`src/rtl/core/shd_pkg.sv`:
```
`default_nettype none

package shd_pkg;

   localparam int unsigned NUM_CONSOLES = 10;

   localparam logic [7:0] SC_ESC_PREFIX = 8'hE0;
   localparam logic [7:0] SC_RELEASE    = 8'h80;
   localparam logic [7:0] SC_KEY_MASK   = 8'h7F;
   localparam logic [7:0] SC_LSHIFT     = 8'h2A;
   localparam logic [7:0] SC_LALT       = 8'h38;
   localparam logic [7:0] SC_LCTRL      = 8'h1D;
   localparam logic [7:0] SC_C          = 8'h2E;
   localparam logic [7:0] SC_S          = 8'h1F;
   localparam logic [7:0] SC_Q          = 8'h10;
   localparam logic [7:0] SC_DEL        = 8'h53;
   localparam logic [7:0] SC_BREAK      = 8'h46;
   localparam logic [7:0] SC_F1         = 8'h3B;

   localparam logic [1:0] ACT_PASS    = 2'd0;
   localparam logic [1:0] ACT_CHAR    = 2'd1;
   localparam logic [1:0] ACT_CONSOLE = 2'd2;
   localparam logic [1:0] ACT_RESET   = 2'd3;

   localparam logic [4:0] CHR_ETX = 5'd3;
   localparam logic [4:0] CHR_DC1 = 5'd17;
   localparam logic [4:0] CHR_DC3 = 5'd19;

   typedef struct packed {
      logic escape_pending;
      logic alt_down;
      logic left_ctrl_down;
      logic right_ctrl_down;
      logic shift_down;
   } key_state_type;

   typedef struct packed {
      logic [1:0] action;
      logic [4:0] control_char;
      logic [3:0] console_index;
   } decision_type;

endpackage

`default_nettype wire

```
`src/rtl/core/shd_decode.sv`:
```
`default_nettype none

module shd_decode (
   input  wire logic [7:0]            code,
   input  wire shd_pkg::key_state_type state_cur,
   output shd_pkg::key_state_type      state_nxt,
   output shd_pkg::decision_type       decision
);
   import shd_pkg::*;

   logic [7:0] key;
   logic [7:0] f_off;
   logic       release_code;
   logic       any_ctrl;
   logic       console_hit;

   assign key          = code & SC_KEY_MASK;
   assign release_code = (code & SC_RELEASE) != 8'd0;
   assign any_ctrl     = state_cur.left_ctrl_down | state_cur.right_ctrl_down;
   assign f_off        = code - SC_F1;
   assign console_hit  = state_cur.left_ctrl_down && (code >= SC_F1)
                         && (f_off < 8'(NUM_CONSOLES));

   always_comb begin
      state_nxt              = state_cur;
      decision.action        = ACT_PASS;
      decision.control_char  = 5'd0;
      decision.console_index = 4'd0;
      if (!state_cur.escape_pending) begin
         if (release_code) begin
            if (code == SC_ESC_PREFIX) begin
               state_nxt.escape_pending = 1'b1;
            end else if (key == SC_LALT) begin
               state_nxt.alt_down = 1'b0;
            end else if (key == SC_LCTRL) begin
               state_nxt.left_ctrl_down = 1'b0;
            end else if (key == SC_LSHIFT) begin
               state_nxt.shift_down = 1'b0;
            end
         end else if (console_hit) begin
            decision.action        = ACT_CONSOLE;
            decision.console_index = f_off[3:0];
         end else if (code == SC_LALT) begin
            state_nxt.alt_down = 1'b1;
         end else if (code == SC_LCTRL) begin
            state_nxt.left_ctrl_down = 1'b1;
         end else if (code == SC_LSHIFT) begin
            state_nxt.shift_down = 1'b1;
         end else if (code == SC_C && any_ctrl) begin
            decision.action       = ACT_CHAR;
            decision.control_char = CHR_ETX;
         end else if (code == SC_S && any_ctrl) begin
            decision.action       = ACT_CHAR;
            decision.control_char = CHR_DC3;
         end else if (code == SC_Q && any_ctrl) begin
            decision.action       = ACT_CHAR;
            decision.control_char = CHR_DC1;
         end
      end else begin
         // any byte after the prefix ends the escape sequence
         state_nxt.escape_pending = 1'b0;
         if (release_code) begin
            if (key == SC_LCTRL) begin
               state_nxt.right_ctrl_down = 1'b0;
            end
         end else if (code == SC_LCTRL) begin
            state_nxt.right_ctrl_down = 1'b1;
         end else if (code == SC_DEL && state_cur.left_ctrl_down && state_cur.alt_down) begin
            decision.action = ACT_RESET;
         end else if (code == SC_BREAK) begin
            decision.action       = ACT_CHAR;
            decision.control_char = CHR_ETX;
         end
      end
   end

endmodule

`default_nettype wire

```
`src/rtl/core/scancode_hotkey_decoder_top.sv`:
```
`default_nettype none
// Two register stages (input register, then result register); a req transfer loads the
// input register, and its decode moves to the result register, raising rsp_valid, when the result side is free.
// Throughput: one scancode per cycle; both stages advance together whenever the
// result register is empty or being taken.
// Reset (synchronous, active high) clears the prefix and modifier flags and both
// stage valids; the first code after reset sees no modifier held.

module scancode_hotkey_decoder_top (
   input  wire logic       clock,
   input  wire logic       reset,
   input  wire logic       req_valid,
   output logic            req_stall,
   input  wire logic [7:0] req_scancode,
   output logic            rsp_valid,
   input  wire logic       rsp_stall,
   output logic [1:0]      rsp_action,
   output logic [4:0]      rsp_control_char,
   output logic [3:0]      rsp_console_index,
   output logic            rsp_alt_held,
   output logic            rsp_left_ctrl_held,
   output logic            rsp_right_ctrl_held,
   output logic            rsp_shift_held
);
   import shd_pkg::*;

   logic          in_valid_ff, in_valid_in;
   logic [7:0]    in_code_ff, in_code_in;
   key_state_type state_ff, state_in;
   logic          out_valid_ff, out_valid_in;
   decision_type  out_dec_ff, out_dec_in;
   key_state_type out_flags_ff, out_flags_in;

   key_state_type dec_state;
   decision_type  dec_result;
   logic          out_load;
   logic          in_load;

   shd_decode u_decode (
      .code      (in_code_ff),
      .state_cur (state_ff),
      .state_nxt (dec_state),
      .decision  (dec_result)
   );

   // result register frees up when empty or when its transfer completes
   assign out_load  = !out_valid_ff || !rsp_stall;
   assign in_load   = !in_valid_ff || out_load;
   assign req_stall = !in_load;

   always_comb begin
      in_valid_in  = in_valid_ff;
      in_code_in   = in_code_ff;
      state_in     = state_ff;
      out_valid_in = out_valid_ff;
      out_dec_in   = out_dec_ff;
      out_flags_in = out_flags_ff;
      if (out_load) begin
         out_valid_in = in_valid_ff;
         if (in_valid_ff) begin
            out_dec_in   = dec_result;
            out_flags_in = dec_state;
            state_in     = dec_state;
         end
      end
      if (in_load) begin
         in_valid_in = req_valid;
         in_code_in  = req_scancode;
      end
   end

   always_ff @(posedge clock) begin
      if (reset) begin
         in_valid_ff  <= 1'b0;
         out_valid_ff <= 1'b0;
         state_ff     <= '0;
      end else begin
         in_valid_ff  <= in_valid_in;
         out_valid_ff <= out_valid_in;
         state_ff     <= state_in;
      end
      in_code_ff   <= in_code_in;
      out_dec_ff   <= out_dec_in;
      out_flags_ff <= out_flags_in;
   end

   assign rsp_valid           = out_valid_ff;
   assign rsp_action          = out_dec_ff.action;
   assign rsp_control_char    = out_dec_ff.control_char;
   assign rsp_console_index   = out_dec_ff.console_index;
   assign rsp_alt_held        = out_flags_ff.alt_down;
   assign rsp_left_ctrl_held  = out_flags_ff.left_ctrl_down;
   assign rsp_right_ctrl_held = out_flags_ff.right_ctrl_down;
   assign rsp_shift_held      = out_flags_ff.shift_down;

   a_stall_needs_item: assert property (@(posedge clock) disable iff (reset)
      req_stall |-> (in_valid_ff && out_valid_ff))
      else $error("input stalled with a free stage");

   a_console_needs_lctrl: assert property (@(posedge clock) disable iff (reset)
      (rsp_valid && rsp_action == ACT_CONSOLE) |-> rsp_left_ctrl_held)
      else $error("console switch without left ctrl");

   a_reset_combo_mods: assert property (@(posedge clock) disable iff (reset)
      (rsp_valid && rsp_action == ACT_RESET) |-> (rsp_left_ctrl_held && rsp_alt_held))
      else $error("reset combo without ctrl and alt");

   a_char_only_on_char: assert property (@(posedge clock) disable iff (reset)
      (rsp_valid && rsp_action != ACT_CHAR) |-> (rsp_control_char == 5'd0))
      else $error("control char set outside a char decision");

endmodule

`default_nettype wire

```
`config.mk`:
```
export PLATFORM = sky130hd
export DESIGN_NAME = scancode_hotkey_decoder_top
export DESIGN_NICKNAME = d
export VERILOG_FILES = /design/src/rtl/core/shd_pkg.sv /design/src/rtl/core/shd_decode.sv /design/src/rtl/core/scancode_hotkey_decoder_top.sv
export SDC_FILE = /design/constraint.sdc
export NUM_CORES = 1
export LEC_CHECK = 0
export BUFFER_PORTS_ARGS = -buffer_cell sky130_fd_sc_hd__buf_4
export CAP_MARGIN = 10
export CORE_ASPECT_RATIO = 1.5
export CORE_MARGIN = 2
export CORE_UTILIZATION = 50
export DETAILED_ROUTE_END_ITERATION = 10
export GPL_ROUTABILITY_DRIVEN = 0
export GPL_TIMING_DRIVEN = 0
export PLACE_DENSITY = 0.8
export REMOVE_ABC_BUFFERS = 1
export SETUP_SLACK_MARGIN = 0.5
export SKIP_LAST_GASP = 1
export SYNTH_ARGS = -nofsm -noshare
export SYNTH_HDL_FRONTEND = slang
export SYNTH_HIERARCHICAL = 1
export SYNTH_SLANG_ARGS = --single-unit
export TNS_END_PERCENT = 10
```
`constraint.sdc`:
```
create_clock -name clock -period 2.3 [get_ports clock]
set_clock_uncertainty 0.1 [all_clocks]
set_input_delay 0.345 -clock clock [delete_from_list [all_inputs] [get_ports clock]]
set_output_delay 0.345 -clock clock [all_outputs]
set_load 0.02 [all_outputs]
```
* Word-level counts from Yosys, hierarchy flattened
Cells that the tools add are included.
Word-level totals: RAM bits 0, bits in registers 30, output and inout port bits 17, bits in latches 0, memories 0, ROM bits 0
Operators by class: multiplexer cells 43, bitwise operators 2, shifts and indexed selects 0, reductions and logical operators 15, multiply operators 0, add/subtract/negate cells 1, equality and inequality tests 12, div/mod/pow operators 0, order comparisons 2
Operators by type and width (number):
- 7-bit 2-to-1 mux | 7
- 8-bit by 5-bit == test with 1-bit output, second input constant | 3
- 8-bit by 6-bit == test with 1-bit output, second input constant | 3
- 1-bit 2-to-1 mux | 23
- 6-bit 2-to-1 mux | 3
- 8-bit by 7-bit == test with 1-bit output, second input constant | 2
- 7-bit by 6-bit == test with 1-bit output, second input constant | 2
- 2-bit 2-to-1 mux | 6
- 11-bit 2-to-1 mux | 1
- 5-bit 2-to-1 mux | 2
- 8-bit == test, second input constant | 1
- 8-bit by 6-bit >= comparator with 1-bit output, second input constant | 1
- 8-bit by 4-bit < comparator with 1-bit output, second input constant | 1
- 8-bit by 6-bit subtractor with 8-bit output, second input constant | 1
- 7-bit by 5-bit == test with 1-bit output, second input constant | 1
- 1-bit logical AND | 7
- 1-bit zero test | 4
- 4-bit 2-to-1 mux | 1
- 3-bit OR reduction | 1
- 1-bit logical OR | 2
- 2-bit AND reduction | 1
- 1-bit NOT | 1
- 1-bit OR | 1

* Longest topological paths before layout
Gate-level depths: netlist (run 1).
depth in word-level cells 11, gate-level depth with buffers 9

* Cells and area by module
The synthesis (run 1) kept the hierarchy.
Modules (own cells, without submodules):
- scancode_hotkey_decoder_top | cells an instance 53, sequential area each 830.8 µm², instances 1, area an instance 998.5 µm²
- shd_decode | cells an instance 86, sequential area each 0.0 µm², instances 1, area an instance 609.3 µm²

* Least setup slack after synthesis (run 1)
No wires, ideal clock.
kind reg2reg, start point reg in_code_ff[0], end point reg out_flags_ff (netlist bit rsp_alt_held) (data pin), setup time 259 ps, path slack 424 ps, data arrival time 1518 ps, buffers on the path 1, stages on the path, launching flop included 8, cell sequence edfxtp_1 ha_1 clkbuf_4 o21bai_1 a32o_1 o211a_1 o21ai_0 o21a_1
RTL lines:
- start, declared | RTL line scancode_hotkey_decoder_top.sv:28 | logic [7:0] in_code_ff, in_code_in;
- start signal, assigned | RTL line scancode_hotkey_decoder_top.sv:82 | in_code_ff <= in_code_in;
- end signal, assigned | RTL line scancode_hotkey_decoder_top.sv:84 | out_flags_ff <= out_flags_in;
- end, declared | RTL line scancode_hotkey_decoder_top.sv:32 | key_state_type out_flags_ff, out_flags_in;

==> results of run 1 <==
-- cell families (layout without fill, tap and decap cells) --
family | after synthesis | count (layout) | share of synthesized area [%]
multiplexers | 6 | 6 | 3.736
AO/OA/AOI/OAI | 28 | 28 | 14.24
XOR/XNOR | 2 | 2 | 1.090
flip-flops | 30 | 30 | 51.67
other | 1 | 2 | 0.2332
buffers and inverters | 15 | 53 | 5.214
AND/OR/NAND/NOR | 53 | 53 | 20.70
adder cells (fa/ha/maj) | 4 | 4 | 3.113
-- layout make-up --
type	instances	area share, %
clock buffers	7	4.259
clock inverters	1	0.2469
inverters	7	1.296
multi-input cells	95	36.48
flip-flops and latches	30	40.99
well taps	40	2.469
repair buffers	38	14.26
-- per-layer routing --
metal	vias to the layer above	GRT usage, %	part of all wire [%]
li1	578	-	-
met1	554	18.58	36
met2	56	32.60	54
met3	16	4.472	5.8
met4	0	12.61	4.2
met5	-	0	0
-- Yosys cell counts, drive strengths merged, types with 2 or more instances --
cell type	n	area, sq um
a21boi	2	26.28
a21oi	6	30.03
a31oi	4	25.02
and2b	2	15.01
and3	2	17.52
buf	6	46.29
clkbuf	2	11.26
dfxtp	7	140.1
edfxtp	23	690.7
ha	4	50.05
inv	7	26.28
mux2i	6	60.06
nand2	5	18.77
nand2b	13	81.33
nand3	2	10.01
nand3b	2	27.53
nand4	3	25.02
nand4b	2	17.52
nor2	10	37.54
nor2b	4	25.02
nor3	2	10.01
o21ai	5	32.53
o31ai	2	15.01
xor2	2	17.52
-- worst reg2reg max path: cells and delay by family, from the launching register on --
family,cells,cell delay [ns]
multiplexers,1,0.06
AND/OR/NAND/NOR,2,0.17
adder cells (fa/ha/maj),1,0.19
buffers and inverters,1,0.18
AO/OA/AOI/OAI,4,0.65
flip-flops,1,0.44
-- cell usage in the layout (no fill, tap or decap), types with 2 or more instances in the layout --
cell / instances
nand4_1: 2
inv_2: 2
buf_4: 37
mux2i_1: 6
o21ai_0: 2
nand2_1: 5
inv_1: 5
clkbuf_8: 6
ha_4: 2
a21oi_1: 4
nand3_1: 2
o31ai_1: 2
conb_1: 2
dfxtp_1: 7
a21oi_2: 2
nand4b_1: 2
a31oi_1: 4
edfxtp_1: 23
nor3_1: 2
ha_1: 2
xor2_1: 2
and2b_1: 2
nor2b_1: 4
nor2_1: 10
o21ai_2: 3
nand2b_1: 13
-- repair_timing --
item | 4_1_cts | 5_1_grt
gates resized for setup | 10 | 1
endpoints found under the setup margin | 14 | 18
buffers inserted | 9 | 1
pin swaps | 4 | 2
hold buffers | 0 | 0
-- per-stage QoR --
stage / cell area, sq um / worst slack (ns) / cells
after floorplan: 1554 / 0.3959 / 132
after global placement: 1814 / 0.2076 / 200
after detailed placement: 1814 / 0.1082 / 200
after CTS: 2019 / 0.3691 / 217
after global routing: 2027 / 0.2277 / 218
final: 2027 / 0.3718 / 218
-- registers in the layout, summed over array words and instances, names as in the netlist --
name	cells
rsp_alt_held	1
rsp_left_ctrl_held	1
in_valid_ff	1
rsp_action	2
rsp_shift_held	1
rsp_console_index	4
rsp_control_char	5
rsp_valid	1
in_code_ff	8
rsp_right_ctrl_held	1
state_ff	5
-- power groups by stage --
| stage | clock, mW | sequential [mW] | combinational (mW) |
|---|---|---|---|
| after global routing | 0.450 | 0.628 | 0.154 |
| after detailed placement | 0 | 0.640 | 0.112 |
| final | 0.415 | 0.625 | 0.144 |
| after floorplan | 0 | 0.647 | 0.0573 |
| after global placement | 0 | 0.638 | 0.109 |
| after CTS | 0.424 | 0.625 | 0.139 |
-- path summary, 6_finish.rpt --
kind / from / to / slack [ns] / cells past startpoint
setup / recovery: in_code_ff[0]$_DFFE_PP_ / state_ff[3]$_SDFFE_PP0P_ / 0.37 / 9
hold / removal: req_scancode[3] / in_code_ff[3]$_DFFE_PP_ / 0.15 / 1
setup reg to reg: in_code_ff[0]$_DFFE_PP_ / state_ff[3]$_SDFFE_PP0P_ / 0.37 / 9
hold reg to reg: state_ff[0]$_SDFFE_PP0P_ / state_ff[0]$_SDFFE_PP0P_ / 0.39 / 2
==> metrics.yaml, run 1 <==
cp.buffers_inverters: 1
grt_pass1_wl_mm: 5.064
setup_violations: 0
p_sw_share_pct: 22.77
min_period_over_period_pct: 83.84
ys_seq_area_share_pct: 51.67
arrival_ns: 1.96
pwr-share-seq_pct: 52.8
finalHoldViolCount: 0
hp-class: "in2reg"
clock-sinks: 30
antennaDiodeCount: 0
post-route-min-period_ns: 1.928
clk_pin_slew_worst_paths_ns: 0.06
p_sw_mw: 0.2698
internal_power_mw: 0.9150
io_buffers: 28
tightestPinTransition_ns: 0.6850
drc: 0
layout-drive-gt1-share_pct: 34.27
grt_max_degree: 21
final_antenna_net_count: 0
worstPathRequired_ns: 2.33
crit_family: "compound AO/OA/AOI/OAI gates"
hpwl_mm: 2.034
drv_cap: 0
first_global_vias: 1184
antenna_found_initial: 0
cts_max_level: 2
vdd_ir_drop_max_mv: 0.4829
max-slew-margin-rel_pct: 54.22
clockPowerShare_pct: 35.1
nets: 193
avgSynthCellArea_sq_um: 11.57
track_usage_pct: 18.34
status: "complete, no violations"
ys_warn_count: 6
setup_tns_ns: 0
ys_async_sr_fraction_pct: 0
fin_util_pct: 64.80
crit_path_max_fanout: 8
ff_latch_area_sq_um: 830.8
fmax_mhz: 518.6
cts_tree: "built"
leakage_nw: 0.8225
grt.overflow.total: 0
start_kind: "flip-flop"
p_total_mw: 1.185
die_h_um: 73.45
multi_input_area_sq_um: 739.5
routed_via_density: 5.523
rows: 25
area_delta_synth_final_pct: 26.07
initial_core_util_pct: 51.40
io_pins: 29
dr.pass1.iters: 4
cts_buffers: 5
die_area_sq_um: 3695
yosysUniqueCellTypes: 48
critPathCaptureType: "flip-flop"
ys_ff_latch: 30
die_w_um: 50.30
rsz0062_at_grt: "yes"
critPathKind: "reg2reg"
power_frac_comb_pct: 12.2
num-fill-cells: 248
vias: 1204
clockBufferDepth: 2
first_iter_violations: 42
synth_edf_count: 23
cp_slowest_cell: "edfxtp_1"
clock_latency_ns: 0.27
wl_mm: 3.030
ys.flop_type: "edfxtp_1"
wire_per_inst_um: 13.90
holdWs_ns: 0.1475
syn_area_sq_um: 1608
max_stage_delay_ns: 0.44
syn-instance-count: 139
power_density_nw_per_um2: 584.5
crit_path_cell_trace: "buf_4, ha_4, o21ai_2, nand2b_1, a21oi_2, o21ai_2, o21a_1, nand2b_1, mux2i_1"
core-area_sq_um: 3128
cts-root-buf: "clkbuf_8"
drv_slew: 0
No activity file was read; power rests on OpenSTA's default activity.
==> run 2, diff against run 1 <==
--- a/config.mk
+++ b/config.mk
@@ -5,6 +5,7 @@
 export SDC_FILE = /design/constraint.sdc
 export NUM_CORES = 1
 export LEC_CHECK = 0
+export ABC_AREA = 1
 export BUFFER_PORTS_ARGS = -buffer_cell sky130_fd_sc_hd__buf_4
 export CAP_MARGIN = 10
 export CORE_ASPECT_RATIO = 1.5
==> constraint.sdc (replaced) <==
create_clock -name clock -period 1.91 [get_ports clock]
set_clock_uncertainty 0.1 [all_clocks]
set_input_delay 0.2865 -clock clock [delete_from_list [all_inputs] [get_ports clock]]
set_output_delay 0.2865 -clock clock [all_outputs]
set_load 0.02 [all_outputs]
==> run 2 against run 1 <==
Net effect: the flow now finishes with violations (negative setup slack); hold slack worse by 0.090 ns; clock power is 15% higher; critical path depth is 5 higher; count of clock-buffer cells in the layout is 2 lower; sequential share of layout area is 1.7 points lower; non-clock buffer count is 1 lower; largest cell class unchanged; critical endpoint unchanged; synthesized cell count is 38% higher; die area is 1.2% higher; combinational power is 65% higher; design area is 4.4% higher; global-route usage is 1.6 points higher.
==> metrics.yaml, run 2 <==
min_period_over_period_pct: 101.1  # was 83.84%
p_sw_share_pct: 27.09  # was 22.77%
die_h_um: 73.91  # was 73.45 um
track_usage_pct: 19.91  # was 18.34%
worst_slack_ns: -0.02132  # was 0.3718 ns
post-route-min-period_ns: 1.931  # was 1.928 ns
grt_max_degree: 13  # was 21
top_register: "in_code_ff"  # unchanged
io_pins: 29  # unchanged
critPathKind: "reg2reg"  # unchanged
clockPowerShare_pct: 32.1  # was 35.1%
worstPathRequired_ns: 1.99  # was 2.33 ns
cts_tree: "built"  # unchanged
hpwl_mm: 2.290  # was 2.034 mm
nets: 248  # was 193
clockBufferDepth: 2  # unchanged
synth_edf_count: 23  # unchanged
most-common-layout-cells: "buf_4, nand2_1, edfxtp_1"  # was buf_4, edfxtp_1, nand2b_1
grt.overflow.total: 0  # unchanged
core-area_sq_um: 3128  # unchanged
wl_mm: 3.405  # was 3.030 mm
crit_path_cell_trace: "inv_2, ha_4, inv_2, nand3_1, nand3_2, nand2_2, nor2_4, nand2_2, nand2_2, nand2_2, inv_2, nand3_2, nand2_2, nor2_2"  # was buf_4, ha_4, o21ai_2, nand2b_1, a21oi_2, o21ai_2, o21a_1, nand2b_1, mux2i_1
fin_area_sq_um: 2116  # was 2027 sq um
finalHoldViolCount: 0  # unchanged
cts-root-buf: "clkbuf_8"  # unchanged
vias: 1430  # was 1,204
clk_pin_slew_worst_paths_ns: 0.06  # about the same
syn_area_sq_um: 1629  # was 1608 sq um
r2r-start: "in_code_ff[0]$_DFFE_PP_"  # unchanged
cts_max_level: 2  # unchanged
yosysTopAreaCell: "edfxtp_1"  # unchanged
synthTopCellsByArea: "edfxtp_1, nand2_1, dfxtp_1"  # was edfxtp_1, dfxtp_1, nand2b_1
power_density_nw_per_um2: 703.9  # was 584.5 nW/um^2
status: "finished, violations left"  # was complete, no violations
worstHoldStart: "reset"  # was req_scancode[3]
dr.pass1.iters: 4  # unchanged
cts_buffers: 5  # unchanged
cp.buffers_inverters: 3  # was 1
wire_per_inst_um: 12.47  # was 13.90 um
area_delta_synth_final_pct: 29.88  # was 26.07%
critPathCaptureType: "flip-flop"  # unchanged
violations: "negative setup slack"
avgSynthCellArea_sq_um: 8.485  # was 11.57 sq um
routed_via_density: 5.238  # was 5.523
leakage_nw: 0.9270  # was 0.8225 nW
layout-drive-gt1-share_pct: 38.20  # was 34.27%
synthMostInstantiatedCell: "nand2_1"  # was edfxtp_1
yosysUniqueCellTypes: 22  # was 48
synth_common_cells: "nand2_1, inv_1, nor2_1, edfxtp_1, nand3_1"  # was edfxtp_1, nand2b_1, nor2_1, dfxtp_1, inv_1
setup_violations: 1  # was 0
tightestPinTransition_ns: 0.6255  # was 0.6850 ns
first_iter_violations: 50  # was 42
first_global_vias: 1267  # was 1,184
largest_reg_flops: 8  # unchanged
initial_core_util_pct: 52.08  # was 51.40%
start_kind: "flip-flop"  # unchanged
max_stage_delay_ns: 0.50  # was 0.44 ns
pwr-share-seq_pct: 51.8  # was 52.8%
syn-instance-count: 192  # was 139
antenna_found_initial: 0  # unchanged
max-slew-margin-rel_pct: 58.30  # was 54.22%
final_antenna_net_count: 0  # unchanged
clock_latency_ns: 0.28  # was 0.27 ns
drv_cap: 0  # unchanged
cp_slowest_cell: "edfxtp_1"  # unchanged
drv_slew: 0  # unchanged
critical_path.most_common_cell: "nand2_2"
ys_async_sr_fraction_pct: 0  # unchanged
p_sw_mw: 0.4035  # was 0.2698 mW
die_area_sq_um: 3740  # was 3695 sq um
hp-class: "in2reg"  # unchanged
ys_seq_area_share_pct: 51.00  # was 51.67%
setup_tns_ns: -0.02132  # was 0 ns
clock-sinks: 30  # unchanged
netlist.area_leader.share_pct: 42.40  # was 42.96%
hold_buffers: 0  # unchanged
crit_start: "in_code_ff[0]$_DFFE_PP_"  # unchanged
ys_ff_latch: 30  # unchanged
power_frac_comb_pct: 16.0  # was 12.2%
vdd_ir_drop_max_mv: 0.5797  # was 0.4829 mV
rsz0062_at_grt: "yes"  # unchanged
drc: 0  # unchanged
grt_pass1_wl_mm: 5.388  # was 5.064 mm
internal_power_mw: 1.086  # was 0.9150 mW
rows: 25  # unchanged
layout_commonest_cell: "buf_4"  # unchanged
die_w_um: 50.61  # was 50.30 um
ys.flop_type: "edfxtp_1"  # unchanged
io_buffers: 28  # unchanged
fmax_mhz: 517.8  # was 518.6 MHz
placed_cell_area_sq_um: 1863  # was 1814 sq um
arrival_ns: 2.01  # was 1.96 ns
crit_family: "simple AND/OR/NAND/NOR gates"  # was compound AO/OA/AOI/OAI gates
antennaDiodeCount: 0  # unchanged
ys_warn_count: 6  # unchanged
crit_path_max_fanout: 4  # was 8
-- run 2: changes by cell type after synthesis, moves of 4 or more --
cell	previous run	this run
a21oi_1	6	11
a31oi_1	4	0
inv_1	7	24
inv_2	0	7
mux2i_1	6	0
nand2_1	5	39
nand2b_1	13	0
nand3_1	2	16
nand3_2	0	7
nand4_1	2	6
nor2_1	10	24
nor2b_1	4	0
-- run 2: worst paths after layout --
path / endpoint / slack (ns) / cells past startpoint
setup / recovery: state_ff[3]$_SDFFE_PP0P_ / -0.02 / 14
hold / removal: in_valid_ff$_SDFFE_PP0P_ / 0.06 / 2
setup reg to reg: state_ff[3]$_SDFFE_PP0P_ / -0.02 / 14
hold reg to reg: state_ff[0]$_SDFFE_PP0P_ / 0.40 / 2
-- run 2: final cells by class --
cell class | instances | area (sq um)
clock buffers | 5 | 68.82
clock inverters | 3 | 16.27
fillers | 245 | 1012
inverters | 31 | 116.4
multi-input cells | 127 | 747.0
flip-flops and latches | 30 | 832.0
well taps | 40 | 50.05
repair buffers | 37 | 285.3
-- run 2: layer usage --
metal,vias up,wire length [um],global-route usage (%)
li1,706,-,-
met1,641,1288,20.56
met2,71,1783,35.53
met3,12,215,7.114
met4,0,117,9.610
met5,-,0,0
-- run 2: cells by family (layout without fill, tap and decap cells) --
| kind of cell | Yosys count | in the layout | share of synthesized area [%] |
|---|---|---|---|
| AO/OA/AOI/OAI | 17 | 17 | 5.530 |
| adder cells (fa/ha/maj) | 4 | 4 | 3.072 |
| buffers and inverters | 36 | 76 | 9.678 |
| flip-flops | 30 | 30 | 51.00 |
| other | 1 | 2 | 0.2302 |
| AND/OR/NAND/NOR | 104 | 104 | 30.49 |
-- run 2: worst register-to-register path, cell delays in order (launching register included) --
cell	delay, ns
edfxtp_1	0.50
inv_2	0.13
ha_4	0.21
inv_2	0.06
nand3_1	0.09
nand3_2	0.08
nand2_2	0.07
nor2_4	0.12
nand2_2	0.08
nand2_2	0.07
nand2_2	0.05
inv_2	0.06
nand3_2	0.07
nand2_2	0.10
nor2_2	0.03
-- run 2: metrics by stage --
step | setup WS, ns | util, % | hold slack [ns] | std cells | total power [mW]
2_1_floorplan | 0.01146 | - | 0.2556 | 188 | 0.9055
3_3_place_gp | -0.3531 | 59.20 | 0.3637 | 256 | 0.9707
3_5_place_dp | -0.1097 | 59.56 | 0.3627 | 257 | 0.9776
4_1_cts | 0.05380 | 66.16 | 0.04696 | 272 | 1.484
5_1_grt | -0.1553 | 67.64 | 0.05548 | 273 | 1.560
6_report | -0.02132 | 67.64 | 0.05705 | 273 | 1.489
-- run 2: what timing repair did --
action / 4_1_cts / 5_1_grt
pin swaps: 8 / 10
endpoints found under the setup margin: 43 / 34
setup buffers: 7 / 1
hold endpoints to repair: 0 / 0
gates resized for setup: 19 / 14
-- run 2: power by group through the flow --
| stage | logic (mW) | registers (mW) | clock network (mW) |
|---|---|---|---|
| 6_report | 0.238 | 0.772 | 0.479 |
| 5_1_grt | 0.260 | 0.776 | 0.523 |
| 4_1_cts | 0.221 | 0.771 | 0.493 |
| 3_5_place_dp | 0.193 | 0.785 | 0 |
| 3_3_place_gp | 0.186 | 0.784 | 0 |
| 2_1_floorplan | 0.106 | 0.799 | 0 |
